[src/rnwc_pkg.sv]
package rnwc_pkg;

    // Fixed field widths.
    localparam int RAW_W      = 12;
    localparam int WEIGHT_W   = 16;
    localparam int SPEED_W    = 16;
    localparam int FACTOR_W   = 14;
    localparam int PROD_W     = WEIGHT_W + FACTOR_W;
    localparam int FF_W       = 34;
    localparam int TERM_W     = 26;
    localparam int REC_W      = WEIGHT_W + TERM_W;
    localparam int SUM_W      = 50;

    // Weight store and configuration map.
    localparam int WEIGHT_TOTAL     = 24;
    localparam int WEIGHTS_PER_REG  = 4;
    localparam int WEIGHT_BANKS     = WEIGHT_TOTAL / WEIGHTS_PER_REG;
    localparam int CFG_DATA_W       = 64;
    localparam int CFG_ADDR_W       = 6;
    localparam int CFG_INDEX_LSB    = 3;
    localparam int CFG_INDEX_W      = CFG_ADDR_W - CFG_INDEX_LSB;
    localparam int PROX_COUNT       = 8;

    localparam logic [CFG_INDEX_W-1:0] REG_WEIGHTS_LAST = 3'd5;
    localparam logic [CFG_INDEX_W-1:0] REG_THRESHOLD    = 3'd6;

    localparam logic [RAW_W-1:0] THRESHOLD_RESET = 12'd800;

    // Neutral point of a unit input: 512 in input units.
    localparam logic signed [FACTOR_W-1:0] FACTOR_BASE   = 14'sd512;
    localparam logic signed [FACTOR_W-1:0] FACTOR_GROUND = 14'sd513;

    // 1.0 at the recurrent scale of 2^-24.
    localparam logic signed [TERM_W-1:0] REC_BASE = 26'sd16777216;

    // Tanh table geometry: segments of 1/8 at bit 33, fraction below it.
    localparam int TANH_SEG_LSB  = 33;
    localparam int TANH_FRAC_LSB = 17;
    localparam int TANH_FRAC_W   = TANH_SEG_LSB - TANH_FRAC_LSB;
    localparam int TANH_SEG_W    = SUM_W - TANH_SEG_LSB;
    localparam int TANH_IDX_W    = 6;
    localparam int TANH_SEGMENTS = 40;
    localparam int TANH_Y_W      = 15;
    localparam logic [SPEED_W-1:0] OUT_MAX = 16'd32767;

    typedef logic signed [WEIGHT_W-1:0] weight_t;

    typedef struct packed {
        weight_t self_left;
        weight_t cross_left;
        weight_t self_right;
        weight_t cross_right;
    } rec_weights_t;

    // round(32768 * tanh(k / 8)) for k = 0..40.
    function automatic logic [TANH_Y_W-1:0] tanh_lut(input logic [TANH_IDX_W-1:0] k);
        logic [TANH_Y_W-1:0] y;
        case (k)
            6'd0:  y = 15'd0;
            6'd1:  y = 15'd4075;
            6'd2:  y = 15'd8025;
            6'd3:  y = 15'd11743;
            6'd4:  y = 15'd15143;
            6'd5:  y = 15'd18173;
            6'd6:  y = 15'd20813;
            6'd7:  y = 15'd23066;
            6'd8:  y = 15'd24956;
            6'd9:  y = 15'd26519;
            6'd10: y = 15'd27797;
            6'd11: y = 15'd28830;
            6'd12: y = 15'd29660;
            6'd13: y = 15'd30322;
            6'd14: y = 15'd30847;
            6'd15: y = 15'd31262;
            6'd16: y = 15'd31589;
            6'd17: y = 15'd31846;
            6'd18: y = 15'd32048;
            6'd19: y = 15'd32206;
            6'd20: y = 15'd32329;
            6'd21: y = 15'd32426;
            6'd22: y = 15'd32501;
            6'd23: y = 15'd32560;
            6'd24: y = 15'd32606;
            6'd25: y = 15'd32642;
            6'd26: y = 15'd32670;
            6'd27: y = 15'd32691;
            6'd28: y = 15'd32708;
            6'd29: y = 15'd32721;
            6'd30: y = 15'd32732;
            6'd31: y = 15'd32740;
            6'd32: y = 15'd32746;
            6'd33: y = 15'd32751;
            6'd34: y = 15'd32755;
            6'd35: y = 15'd32758;
            6'd36: y = 15'd32760;
            6'd37: y = 15'd32762;
            6'd38: y = 15'd32763;
            6'd39: y = 15'd32764;
            6'd40: y = 15'd32765;
            default: y = 15'd0;
        endcase
        return y;
    endfunction

endpackage

[src/rnwc_lane.sv]
// One sensor row: forms the input factor and multiplies it by both wheel weights.
module rnwc_lane (
    input  logic                                  clk,
    input  logic                                  load,
    input  logic                                  ground_row,
    input  logic [rnwc_pkg::RAW_W-1:0]            raw,
    input  logic [rnwc_pkg::RAW_W-1:0]            threshold,
    input  rnwc_pkg::weight_t                     weight_left,
    input  rnwc_pkg::weight_t                     weight_right,
    output logic signed [rnwc_pkg::PROD_W-1:0]    prod_left,
    output logic signed [rnwc_pkg::PROD_W-1:0]    prod_right
);

    logic signed [rnwc_pkg::FACTOR_W-1:0] factor;
    logic signed [rnwc_pkg::PROD_W-1:0]   prod_left_reg;
    logic signed [rnwc_pkg::PROD_W-1:0]   prod_right_reg;
    logic signed [rnwc_pkg::PROD_W-1:0]   prod_left_next;
    logic signed [rnwc_pkg::PROD_W-1:0]   prod_right_next;

    // A ground reading above the threshold counts as -1, giving 513 instead of 512.
    always_comb
    begin
        if (ground_row)
        begin
            factor = (raw > threshold) ? rnwc_pkg::FACTOR_GROUND : rnwc_pkg::FACTOR_BASE;
        end
        else
        begin
            factor = rnwc_pkg::FACTOR_BASE - $signed({2'b00, raw});
        end
        prod_left_next  = weight_left * factor;
        prod_right_next = weight_right * factor;
    end

    always_ff @(posedge clk)
    begin
        if (load)
        begin
            prod_left_reg  <= prod_left_next;
            prod_right_reg <= prod_right_next;
        end
    end

    assign prod_left  = prod_left_reg;
    assign prod_right = prod_right_reg;

endmodule

[config.mk]
export PLATFORM = sky130hd
export DESIGN_NAME = rnwc_lane
export DESIGN_NICKNAME = d
export VERILOG_FILES = /design/src/rnwc_pkg.sv /design/src/rnwc_lane.sv
export SDC_FILE = /design/constraint.sdc
export NUM_CORES = 1
export LEC_CHECK = 0
export ABC_AREA = 1
export BUFFER_PORTS_ARGS = -buffer_cell sky130_fd_sc_hd__clkbuf_2
export CAP_MARGIN = 25
export CORE_AREA = 2 2 197 237
export CTS_CLUSTER_SIZE = 10
export DETAILED_ROUTE_END_ITERATION = 12
export DIE_AREA = 0 0 199 239
export GPL_ROUTABILITY_DRIVEN = 0
export PLACE_DENSITY_LB_ADDON = 0.2
export SYNTH_ARGS = -nofsm -noshare
export SYNTH_HDL_FRONTEND = slang
export SYNTH_SLANG_ARGS = --single-unit
[constraint.sdc]
create_clock -name clk -period 7.1 [get_ports clk]
set_input_delay 1.065 -clock clk [delete_from_list [all_inputs] [get_ports clk]]
set_output_delay 1.065 -clock clk [all_outputs]
set_load 0.05 [all_outputs]
# == Yosys cells after proc, flatten, opt, wreduce, memory -nomap -nowiden ==
# Index checks and enable logic that the tools add are counted.
# word_totals
register_bits,60
mem_bits_rw,0
word_cells,8
mem_count,0
latch_bits,0
romBits,0
out_inout_bits,60
# classes
n_shift,0
mux,2
n_reduce_logical,0
addsub,1
bitwise,0
magnitude_cmp,1
multipliers,2
n_div,0
n_eq_ne,0
# ops
op,n
multiplier 16 x 14 -> 30 bit,2
2-to-1 mux 14 bit,1
subtractor 10 x 12 -> 13 bit (first input constant),1
greater-than comparator 12 bit,1
2-to-1 mux 1 bit,1

# == Logic depth before layout (Yosys ltp) ==
# Gate-level depths: netlist (run 1).
# logic_depth
depth_word,4
mapped_depth,34
ltp_nobuf,33

# == Worst setup path before layout (run 1) ==
# No wires, ideal clock.
# synth_path
path_kind,in2reg
from,input port threshold[7] in the netlist's numbering
to,"register prod_right_reg, in the netlist prod_right[29], data pin"
setup_slack_ns,0.159
path_buffers,1
t_arrival_ns,6.689
stages,30
t_required_ns,6.848
cell_sequence,inv_1 > ha_1 > nand3_1 > nor3_1 > nand4_1 > nand3_1 > clkbuf_1 > a21oi_1 > ha_1 > inv_1 > fa_1 > inv_1 > fa_1 > inv_1 > fa_1 > inv_1 > fa_1 > inv_1 > fa_1 > inv_1 > ha_1 > inv_1 > nor3_1 > nand2_1 > nor2_1 > nand2_1 > inv_1 > nor2_1 > nand2_1 > nand2_1
# synth_between
elab_chain_cells,4
# synth_rtl
item,line,rtl
from (decl),rnwc_lane.sv:7,"input logic [rnwc_pkg::RAW_W-1:0] threshold,"
greater-than comparator 12 bit,rnwc_lane.sv:25,factor = (raw > threshold) ? rnwc_pkg::FACTOR_GROUND : rnwc_pkg::FACTOR_BASE;
2-to-1 mux 1 bit,rnwc_lane.sv:25,
2-to-1 mux 14 bit,rnwc_lane.sv:23,if (ground_row)
multiplier 16 x 14 -> 30 bit,rnwc_lane.sv:32,prod_right_next = weight_right * factor;
named net prod_right_next (one bit),rnwc_lane.sv:18,logic signed [rnwc_pkg::PROD_W-1:0] prod_right_next;
to (signal assigned),rnwc_lane.sv:40,prod_right_reg <= prod_right_next;
to (decl),rnwc_lane.sv:16,logic signed [rnwc_pkg::PROD_W-1:0] prod_right_reg;
# The timed path passes the listed nets, and every way through them passes these cells.
# A chain may end at the register's enable or synchronous reset.

# == Final worst setup path (run 1) ==
# layout_path
from,input port raw[0] in the netlist's numbering
to,"register prod_right_reg, in the netlist prod_right[20], data pin"
# layout_between
elab_chain_cells,4
word_cells_on_any_way,5
# layout_rtl
item,line,rtl
from (decl),rnwc_lane.sv:6,"input logic [rnwc_pkg::RAW_W-1:0] raw,"
greater-than comparator 12 bit,rnwc_lane.sv:25,
2-to-1 mux 1 bit,rnwc_lane.sv:25,
2-to-1 mux 14 bit (*),rnwc_lane.sv:23,
multiplier 16 x 14 -> 30 bit (*),rnwc_lane.sv:32,
named net prod_right_next (one bit),rnwc_lane.sv:18,
# Mark *: on every way through the listed nets, which the timed path passes. The rest lies on a longest branch.

==> impl_metrics.py, run 1 <==
metrics = {
    "status": {
        "status": "finished, final reports clean",
    },
    "yosys": {
        "dominantRegCellSynth": "edfxtp_1",
        "syn_nets": 3106,
        "synth-seq-area-share_pct": 8.93,
        "synthMuxAreaShare_pct": 0,
        "simple_logic_cell_fraction_of_the_synthesized_area_pct": 18.8,
        "post_syn_instances": 2454,
        "main_combinational_cell_family_by_area_after_synthesis": "adder cells",
        "ys_ff_latch": 60,
        "synth_xor_xnor_area_share_pct": 1.78,
        "netlist.top_cell.by_area": "fa_1",
        "synth_compound_area_share_pct": 3.71,
        "synth.distinct_cells": 36,
        "synth_warnings": 0,
        "synth-edff-count": 60,
        "syn_area_mm2": 0.0202,
        "async_reset_ff_share_pct": 0,
        "syn_avg_cell_area_um2": 8.22,
        "yosys.area.top_type_share_pct": 43.7,
        "synth.top_cells.by_area": "fa_1, inv_1, ha_1",
        "synth-adder-area-share_pct": 53.1,
        "ys_top_cells_by_count": "inv_1, nand2_1, fa_1",
        "cell_with_the_most_instances_after_synthesis": "inv_1",
    },
    "global_routing": {
        "vias_in_the_first_global_route": 17532,
        "gr-usage-met1_pct": 31.7,
        "grt-ovfl-total": 0,
        "first_pass_grt_wire_length_um": 88700,
        "number_of_antenna_violations_at_the_first_check_in_global_routing": 3,
        "most_used_routing_layer_in_global_routing": "met2",
        "grtUsageMet2_pct": 40.1,
        "grt_use_total_pct": 24.1,
        "groute.layer.met3.usage_pct": 5.30,
        "largest_net_degree_at_the_start_of_global_routing": 61,
    },
    "routing": {
        "routed_via_density": 5.11,
        "detailedRoute.firstIterationViolations": 1116,
        "antenna_violating_nets_left": 0,
        "routed-via-count": 16939,
        "drcViolationCount": 0,
        "drt_pre_antenna_iters": 8,
        "average_wire_per_standard_cell_um": 16.5,
        "drt-total-wl_um": 54600,
    },
    "final_layout": {
        "multi_input_area_mm2": 0.0157,
        "final_net_count": 3348,
        "drive_above_1_share_pct": 13.6,
        "syn2layout_area_growth_pct": 15.2,
        "ff_latch_area_mm2": 0.00180,
        "n_fill_cell": 4369,
    },
    "timing": {
        "unrepaired_setup_endpoints_after_global_routing": "true",
        "hold_viol": 0,
        "max_freq_mhz": 145,
        "min_period_over_period_pct": 97.0,
        "timing_max_transition_violations_final": 0,
        "setup_viol_count_final": 0,
        "maxSlewHeadroom_pct": 46.2,
        "totalNegativeSetupSlack_ps": 0,
        "final.min_clock_period_ps": 6880,
        "worst_slew_pin_slew_ps": 807,
    },
    "worst_setup_path": {
        "timing.critical_path.to_type": "register",
        "critical_path.most_common_cell": "fa_1",
        "timing.critical_path.arrival_ps": 7080,
        "setup.worst_path.class": "in -> reg",
        "worst_ep_required_time_ps": 7300,
        "delay_of_the_slowest_cell_on_the_worst_path_ps": 570,
        "kind_of_launch_point_of_the_worst_setup_path": "primary input",
        "critPathSlowestCell": "fa_1",
        "path_max_fanout": 13,
    },
    "worst_hold_path": {
        "min_path_cells": 3,
        "hold_path_startpoint": "weight_right[0]",
        "hold_class": "in -> reg",
        "endpoint_with_the_worst_hold_slack": "prod_right[0]",
    },
    "die": {
        "placeableCoreArea_mm2": 0.0455,
        "fp-row-count": 86,
        "ioPinCount": 119,
        "die_area_mm2": 0.0476,
        "die_width_um": 199,
        "start_util_pct": 44.3,
        "die_h_um": 239,
    },
    "cts": {
        "postCtsHoldBufs": 0,
        "clock_sinks": 60,
        "cts_setup_buffers": 0,
        "htreeDepth": 3,
        "clock_tree.buffer_depth": 2,
        "worst_setup_hold_path_clk_slew_ps": 60,
        "cts.root.buffer_cell": "clkbuf_16",
        "number_of_gates_given_a_new_drive_strength_after_cts": 0,
        "cts_inserted_buffers": 9,
        "tritoncts_clock_tree": "built",
    },
    "placed_design": {
        "dp_hpwl_um": 46900,
        "buffer_ports.inserted": 118,
    },
    "run": {
        "max-cap-violations": 0,
    },
}
cell type report:
type | instances | area share, %
Timing Repair Buffer | 311 | 9.64
Tap cell | 616 | 3.32
Antenna cell | 1 | 0.0108
Inverter | 637 | 10.3
Clock inverter | 7 | 0.350
Clock buffer | 9 | 0.969
Multi-Input combinational cell | 1677 | 67.7
Sequential cell | 60 | 7.75
critical path: cells and delay by family:
family          cells  cell delay, ps
simple gates        9            1410
fa+ha+maj           8            3570
buf+inv             7             690
xor+xnor            1             180
compound gates      1             150
worst max path at each step:
stage / depth (start not counted) / end / slack (ps) / start
after floorplan: 30 / prod_right[29] / 160 / threshold[7]
after global placement: 28 / prod_left[20] / -190 / threshold[7]
after detailed placement: 26 / prod_right[25] / -270 / raw[3]
after CTS: 23 / prod_right[21] / 100 / raw[3]
after global routing: 26 / prod_right[20] / -100 / raw[0]
final: 26 / prod_right[20] / 220 / raw[0]
cells by family after synthesis:
group,Yosys count
adders and majority gates,593
AOI/OAI and AO/OA,141
buffers and inverters,717
DFF,60
xor gates and xnor gates,41
and+or+nand+nor,902
per-layer routing:
layer / vias up / wire length [um]
li1: 7780 / -
met4: 6 / 1520
met1: 8403 / 22000
met3: 109 / 4810
met5: - / 38
met2: 641 / 26300
placed cells by master, fill, tap and decap left out, types with 10 or more instances in the layout:
cell and instances:
edfxtp_1 60, clkbuf_2 118, buf_12 16, inv_1 626, xor2_1 32, nand3_1 62
nand4_1 83, a21oi_1 93, nand2_1 480, nor2_1 234, buf_4 177, ha_1 152
nor2_2 10, fa_1 437, o21ai_0 25
metrics by stage:
stage / utilization (%) / setup WS [ps] / instance area [um^2] / hold slack, ps / cells
after floorplan: - / 159 / 20200 / 1180 / 2454
after global placement: 50.2 / -191 / 22800 / 1630 / 3301
after detailed placement: 50.2 / -270 / 22800 / 1630 / 3301
after CTS: 50.9 / 102 / 23100 / 1290 / 3317
after global routing: 51.1 / -104 / 23200 / 1340 / 3317
final: 51.1 / 215 / 23200 / 1310 / 3318
Power of run 1 is left out: the tool's default activity adds up to more than one toggle a clock period on the data nets, which glitch-free logic cannot reach.
==> run 2: changes to the inputs <==
--- a/config.mk
+++ b/config.mk
@@ -13,7 +13,7 @@
 export DETAILED_ROUTE_END_ITERATION = 12
 export DIE_AREA = 0 0 199 239
 export GPL_ROUTABILITY_DRIVEN = 0
-export PLACE_DENSITY_LB_ADDON = 0.2
+export PLACE_DENSITY = 0.63
 export SYNTH_ARGS = -nofsm -noshare
 export SYNTH_HDL_FRONTEND = slang
 export SYNTH_SLANG_ARGS = --single-unit
==> constraint.sdc (replaced) <==
create_clock -name clk -period 6.65 [get_ports clk]
set_input_delay 0.9975 -clock clk [delete_from_list [all_inputs] [get_ports clk]]
set_output_delay 0.9975 -clock clk [all_outputs]
set_load 0.05 [all_outputs]
==> impl_metrics.py, run 2 (same netlist as run 1, synthesis figures left out) <==
metrics = {
    "timing": {
        "timing.hold.ws_ps": 1260,
        "max_freq_mhz": 150,
        "worst_slew_pin_slew_ps": 840,
        "min_period_over_period_pct": 100,
        "setup_viol_count_final": 2,
        "maxSlewHeadroom_pct": 44.0,
        "worst_slack_ps": -26.5,
        "final.min_clock_period_ps": 6680,
        "hold_viol": 0,
        "timing_max_transition_violations_final": 0,
        "unrepaired_setup_endpoints_after_global_routing": "true",
    },
    "routing": {
        "average_wire_per_standard_cell_um": 16.8,
        "antenna_violating_nets_left": 0,
        "drcViolationCount": 0,
        "drt-total-wl_um": 57500,
        "drt_pre_antenna_iters": 7,
        "routed_via_density": 5.15,
        "routed-via-count": 17653,
        "detailedRoute.firstIterationViolations": 1364,
    },
    "worst_setup_path": {
        "critPathTopFamily": "adder cells",
        "setup.worst_path.class": "in -> reg",
        "setup.worst_path.start": "raw[0]",
        "timing.critical_path.to_type": "register",
        "timing.critical_path.arrival_ps": 6780,
        "crit_buf_inv": 8,
        "kind_of_launch_point_of_the_worst_setup_path": "primary input",
        "critical_path.most_common_cell": "fa_1",
        "delay_of_the_slowest_cell_on_the_worst_path_ps": 560,
        "worst_ep_required_time_ps": 6750,
        "critPathSlowestCell": "fa_1",
        "path_max_fanout": 7,
    },
    "final_layout": {
        "layout.cells.most_common_list": "inv_1, nand2_1, fa_1",
        "syn2layout_area_growth_pct": 26.9,
        "utilization_pct": 56.2,
        "final_net_count": 3455,
        "drive_above_1_share_pct": 25.2,
        "layout.cells.most_common": "inv_1",
    },
    "cts": {
        "cts.root.buffer_cell": "clkbuf_16",
        "cts_inserted_buffers": 9,
        "tritoncts_clock_tree": "built",
        "worst_setup_hold_path_clk_slew_ps": 60,
        "clock_tree.buffer_depth": 2,
        "clock_sinks": 60,
        "htreeDepth": 3,
        "postCtsHoldBufs": 0,
    },
    "run": {
        "max-cap-violations": 0,
    },
    "placed_design": {
        "minimum_setup_slack_after_placement_ps": -572,
        "buffer_ports.inserted": 118,
        "dp_hpwl_um": 47400,
    },
    "global_routing": {
        "grt_use_total_pct": 24.2,
        "largest_net_degree_at_the_start_of_global_routing": 61,
        "vias_in_the_first_global_route": 18312,
        "number_of_antenna_violations_at_the_first_check_in_global_routing": 3,
        "grt-ovfl-total": 0,
        "first_pass_grt_wire_length_um": 89700,
    },
    "die": {
        "start_util_pct": 44.3,
        "die_h_um": 239,
        "fp-row-count": 86,
        "ioPinCount": 119,
        "placeableCoreArea_mm2": 0.0455,
        "die_area_mm2": 0.0476,
        "die_width_um": 199,
    },
    "status": {
        "violated_checks": "setup timing",
        "status": "complete, but fails checks",
    },
    "worst_hold_path": {
        "min_path_cells": 4,
        "hold_path_startpoint": "weight_right[0]",
        "hold_class": "in -> reg",
        "endpoint_with_the_worst_hold_slack": "prod_right[0]",
    },
}
[run 2: tightest hold or removal path, cell delays in order]
cell      delay, ps
clkbuf_2        140
clkinv_1         90
buf_4           170
a21oi_1          50
[run 2: timing repair]
item | 4_1_cts | 5_1_grt
gates resized for setup | 54 | 323
setup buffers | 0 | 31
endpoints found under the hold margin | 0 | 0
pin swaps | 2 | 106
endpoints found under the setup margin | 35 | 41
cloned | 0 | 4
[run 2: final cells by class]
class                           count  area (um^2)
Antenna cell                        1         2.50
Sequential cell                    60         1800
Inverter                          637         2400
Clock buffer                       10          229
Timing Repair Buffer              418         3270
Multi-Input combinational cell   1677        17100
Clock inverter                      6         55.1
Fill cell                        4018        19900
Tap cell                          616          771
[run 2: routing by layer]
layer | vias up | GRT usage, % | part of all wire [%] | wire [um]
met5 | - | 0 | 0.047 | 27
met3 | 104 | 4.67 | 7.8 | 4470
met4 | 4 | 7.24 | 2.7 | 1580
li1 | 8009 | - | - | -
met2 | 710 | 40.9 | 50 | 28700
met1 | 8826 | 31.5 | 39 | 22700
[run 2: worst max-delay path by stage]
stage                           endpoint  depth (start not counted)
after floorplan           prod_right[29]                         30
after global placement     prod_left[23]                         28
after detailed placement  prod_right[23]                         28
after CTS                 prod_right[20]                         25
after global routing       prod_left[20]                         32
final                      prod_left[23]                         29
[run 2: stage by stage]
step | instances | TNS (ps) | cell area (um^2)
floorplan | 2454 | -58.9 | 20200
global placement | 3373 | -15490 | 23400
detailed placement | 3373 | -18790 | 23400
CTS | 3389 | -30.1 | 23900
global route | 3425 | -4170 | 25600
finish | 3425 | -38.5 | 25600
Power of run 2 is left out for the same reason.
